## config.mk

```make
export PLATFORM = sky130hd
export DESIGN_NAME = otrl_ctrl
export DESIGN_NICKNAME = d
export VERILOG_FILES = /design/src/otrl_pkg.sv /design/src/otrl_ctrl.sv
export SDC_FILE = /design/constraint.sdc
export NUM_CORES = 1
export LEC_CHECK = 0
export ABC_AREA = 0
export BUFFER_PORTS_ARGS = -buffer_cell sky130_fd_sc_hd__buf_2
export CAP_MARGIN = 20
export CORE_AREA = 5 5 42 44
export CTS_CLUSTER_DIAMETER = 150
export CTS_CLUSTER_SIZE = 25
export DETAILED_ROUTE_END_ITERATION = 16
export DIE_AREA = 0 0 47 49
export HOLD_SLACK_MARGIN = 0.05
export MAX_ROUTING_LAYER = met4
export PLACE_DENSITY = 0.47
export SLEW_MARGIN = 40
export SYNTH_ARGS = -nofsm -noshare
export SYNTH_HDL_FRONTEND = slang
export SYNTH_SLANG_ARGS = --single-unit
```

## constraint.sdc

```tcl
create_clock -name clk -period 1.2 [get_ports clk]
set_input_delay 0.36 -clock clk [delete_from_list [all_inputs] [get_ports clk]]
set_output_delay 0.36 -clock clk [all_outputs]
set_load 0.02 [all_outputs]
```

## src/otrl_pkg.sv

```systemverilog
package otrl_pkg;

  localparam int DEPTH  = 4096;
  localparam int IDX_W  = $clog2(DEPTH);
  localparam int CNT_W  = $clog2(DEPTH + 1);
  localparam int SEQ_W  = 31;
  localparam int FILL_W = 13;

  localparam logic [1:0] CMD_LOG   = 2'd0;
  localparam logic [1:0] CMD_READ  = 2'd1;
  localparam logic [1:0] CMD_CLEAR = 2'd2;

  localparam logic [2:0] ST_LOGGED  = 3'd0;
  localparam logic [2:0] ST_DROPPED = 3'd1;
  localparam logic [2:0] ST_HIT     = 3'd2;
  localparam logic [2:0] ST_MISS    = 3'd3;
  localparam logic [2:0] ST_CLEARED = 3'd4;

  // first member sits in the top bits
  typedef struct packed {
    logic [SEQ_W-1:0]   want_seq;
    logic               time_suspended;
    logic [63:0]        time_stamp;
    logic signed [31:0] event_extra;
    logic signed [31:0] event_ident;
    logic signed [15:0] event_category;
    logic signed [15:0] event_type;
  } in_item_t;

  typedef struct packed {
    logic [SEQ_W-1:0]   overwritten;
    logic [SEQ_W-1:0]   total_logged;
    logic [FILL_W-1:0]  fill_count;
    logic [63:0]        rd_time;
    logic signed [31:0] rd_extra;
    logic signed [31:0] rd_ident;
    logic signed [15:0] rd_category;
    logic signed [15:0] rd_type;
    logic [SEQ_W-1:0]   got_seq;
  } out_item_t;

  typedef struct packed {
    logic [63:0] tstamp;
    logic [31:0] extra;
    logic [31:0] ident;
    logic [15:0] category;
    logic [15:0] etype;
  } entry_t;

  typedef enum logic [3:0] {
    S_IDLE,
    S_EXEC,
    S_BASE,
    S_DIST,
    S_SEL,
    S_ADDR,
    S_RD,
    S_OUT
  } state_t;

  typedef struct packed {
    logic capture;
    logic exec;
    logic base;
    logic delta;
    logic sel;
    logic addr;
    logic rd;
    logic load;
  } ctl_cmd_t;

  typedef struct packed {
    logic [1:0] cmd;
    logic       out_free;
  } ctl_stat_t;

endpackage

```

## src/otrl_ctrl.sv

```systemverilog
module otrl_ctrl (
  input  logic                clk,
  input  logic                rst_n,
  input  logic                in_tvalid,
  output logic                in_tready,
  input  otrl_pkg::ctl_stat_t stat,
  output otrl_pkg::ctl_cmd_t  ctl
);

  otrl_pkg::state_t state_r, state_nxt;

  always_ff @(posedge clk) begin
    if (!rst_n) begin
      state_r <= otrl_pkg::S_IDLE;
    end else begin
      state_r <= state_nxt;
    end
  end

  always_comb begin
    state_nxt = state_r;
    ctl       = '0;
    in_tready = 1'b0;
    unique case (state_r)
      otrl_pkg::S_IDLE: begin
        in_tready = 1'b1;
        if (in_tvalid) begin
          ctl.capture = 1'b1;
          state_nxt   = otrl_pkg::S_EXEC;
        end
      end
      otrl_pkg::S_EXEC: begin
        // reads take the long path through the window math and the memory
        if (stat.cmd == otrl_pkg::CMD_READ) begin
          state_nxt = otrl_pkg::S_BASE;
        end else begin
          ctl.exec  = 1'b1;
          state_nxt = otrl_pkg::S_OUT;
        end
      end
      otrl_pkg::S_BASE: begin
        ctl.base  = 1'b1;
        state_nxt = otrl_pkg::S_DIST;
      end
      otrl_pkg::S_DIST: begin
        ctl.delta = 1'b1;
        state_nxt = otrl_pkg::S_SEL;
      end
      otrl_pkg::S_SEL: begin
        ctl.sel   = 1'b1;
        state_nxt = otrl_pkg::S_ADDR;
      end
      otrl_pkg::S_ADDR: begin
        ctl.addr  = 1'b1;
        state_nxt = otrl_pkg::S_RD;
      end
      otrl_pkg::S_RD: begin
        ctl.rd    = 1'b1;
        state_nxt = otrl_pkg::S_OUT;
      end
      otrl_pkg::S_OUT: begin
        if (stat.out_free) begin
          ctl.load  = 1'b1;
          state_nxt = otrl_pkg::S_IDLE;
        end
      end
      default: begin
        state_nxt = otrl_pkg::S_IDLE;
      end
    endcase
  end

endmodule

```

==> metrics <==
run status complete, but fails checks; violated checks negative setup slack; Port-buffer cells 14; Worst Path Required about 0.84 ns; most common cell after layout, fill and taps aside buf_4; Worst Setup Path Type reg -> out; commonest cells after routing, fill and taps aside 11 x buf_4, 7 x buf_6, 6 x buf_2, 3 x clkbuf_4, 3 x dfxtp_4; Clk pin slew, worst setup/hold paths around 0.04 ns; instance count after placement with tap cells included 63; Worst Skew between 0.006 and 0.007 ns; fraction of power consumed by the clock network 0.301; Placed Area 394 sq um; number of enable-type register cells in the synthesized netlist 0; Pint 0.400 mW; hold slack final around 0.36 ns; initial standard-cell utilization of the core 0.165; vias in the first global route 302; kind of start point of the critical path flip-flop; maximum clock frequency 695 MHz; Data arrival, critical path between 1 and 1.5 ns; Routability Congestion about 0.74; post-DP HPWL ~500 microns; net switching power around 0.2 mW; final core utilization 0.358; maximum fanout along the worst path 8; average routed wire per standard cell ~11 microns; library cell used as clock root buffer clkbuf_4; Mapped Cells 29; final antenna diode count 0; slew at the pin closest to its max-slew limit about 0.28 ns; worst min path class in -> reg; maximum root-to-sink buffer count 2; Post-CTS Hold Fix Bufs 0; total CTS buffers 3; switching fraction of total power 0.340; total negative slack -1.72 ns; floorplan die width between 40 and 50 microns; number of nets with antenna violations after detailed routing 0; power density over cell area 1210 mW/mm^2; detailed-route DRC error count 0; max_slew headroom 0.811; H-tree depth 1; count of final max-slew check failures 0; Max-Cap Viols 0; number of flip-flops under the largest register name 3; clock period minus final worst setup slack between 1 and 1.5 ns; global-route wire length before repair 1280 microns; I/O Pins 15; DR vias about 320; Reg with most FFs state_r; final wirelength 737 microns; first-pass detailed-route iteration total 4; final setup violating endpoints 10; netlist area before placement approximately 230 sq um; mean cell area of the mapped netlist between 7 and 8 sq um; PnR worst setup slack -0.239 ns; 1st-iter DRT viols 2; overall die area between 0.002 and 0.0025 sq mm; library cell occupying the most area in the post-synthesis netlist dfxtp_1; post-layout instance count excluding filler cells 70; largest registers ranked by flip-flop count state_r (3); Total Nets Final 61; post-synthesis cell type count 19; flops & latches, synth 3; final design area excluding fillers approximately 500 sq um; post-route fraction of the period consumed by the critical path 1.20; pin count of the biggest net entering global routing 12; total global routing track utilization 0.0816; Sequential Power Share 0.267; total core area about 0.0014 sq mm; peak supply drop about 0.0006 V; Leakage Power ~0.24 nW; endpoints failing hold 0; sequential cell area fraction in the yosys report 0.259; async set-or-reset flop fraction in the synthesized netlist 0; part of the total power dissipated in combinational logic 0.432; layout cells sized above 1 0.704; synthesis warning total 0; Core Rows 14; antenna violations before repair 0; cells taking the most area after synthesis dfxtp_1 26%, nor3b_1 9.7%, and3b_1 7.6%; area growth from synthesis to final layout 117%; global route total overflow 0; Most used DFF post-synth dfxtp_1; fraction of post-synthesis cell area in the top cell type by area 0.259; clock tree from TritonCTS built; CTS sink cnt 3; Post-Syn Nets 35; via-per-instance ratio 4.54; unrepaired setup endpoints after global routing yes; type of element capturing the critical path output pin; clk_lat worst skew 0.24 ns; die height roughly 49 microns
-- final cells by class --
cell class	instances	area (sq um)
fill	161	900
timing repair buffer	24	191
multi-input combinational	22	189
sequential	3	71.3
clock buffer	4	26.3
tap	16	20.0
inverter	1	3.75
-- worst max-delay path, stage by stage (launching register included) --
cell	delay (ns)
dfxtp_4	0.37
nor3_4	0.20
and2_4	0.16
buf_6	0.10
-- metrics by stage --
step	power [mW]	setup WS (ns)
after global placement	0.362	-0.156
final	0.605	-0.239
after global routing	0.656	-0.306
after CTS	0.593	-0.242
after floorplan	0.290	-0.103
after detailed placement	0.364	-0.168
-- power groups by stage --
stage          logic [mW]  clock network, mW  registers (mW)
6_report            0.262              0.182           0.162
5_1_grt             0.283              0.205           0.167
4_1_cts             0.244              0.187           0.163
3_5_place_dp        0.201                  0           0.163
3_3_place_gp        0.199                  0           0.163
2_1_floorplan       0.164                  0           0.126
-- cell usage after synthesis (2+ instances only) --
library cell,n
nand2_1,2
and3b_1,2
dfxtp_1,3
a21oi_1,2
nor3b_1,3
buf_2,2
nor2_1,3
-- per-layer routing --
layer / vias to the layer above / part of all wire / wire length [microns] / track usage
met5: - / 0 / 0 / -
met4: 0 / 0.0068 / 5 / 0.0276
met3: 2 / 0.092 / 68 / 0.0554
met2: 14 / 0.47 / 350 / 0.111
met1: 147 / 0.42 / 313 / 0.0947
li1: 155 / - / - / -
-- kinds of logic (layout without fill, tap and decap cells) --
| logic type | count (synthesis) | after routing | share of synthesized area |
|---|---|---|---|
| AO/OA/AOI/OAI | 5 | 5 | 0.130 |
| buffers and inverters | 4 | 29 | 0.0919 |
| flip-flops | 3 | 3 | 0.259 |
| AND/OR/NAND/NOR | 17 | 17 | 0.519 |
-- timing repair --
item | 4_1_cts | 5_1_grt
endpoints found under the setup margin | 10 | 10
resized for setup | 19 | 4
setup buffers | 2 | 1
pin swaps | 3 | 2
-- final timing paths --
path | from | endpoint | slack [ns] | cells after the start
max | state_r[0] | ctl[7] | -0.24 | 3
min | rst_n | state_r[0] | 0.36 | 3
max reg2reg | state_r[2] | state_r[0] | -0.09 | 5
min reg2reg | state_r[1] | state_r[1] | 0.63 | 2
Power figures use the tool's default switching activity.
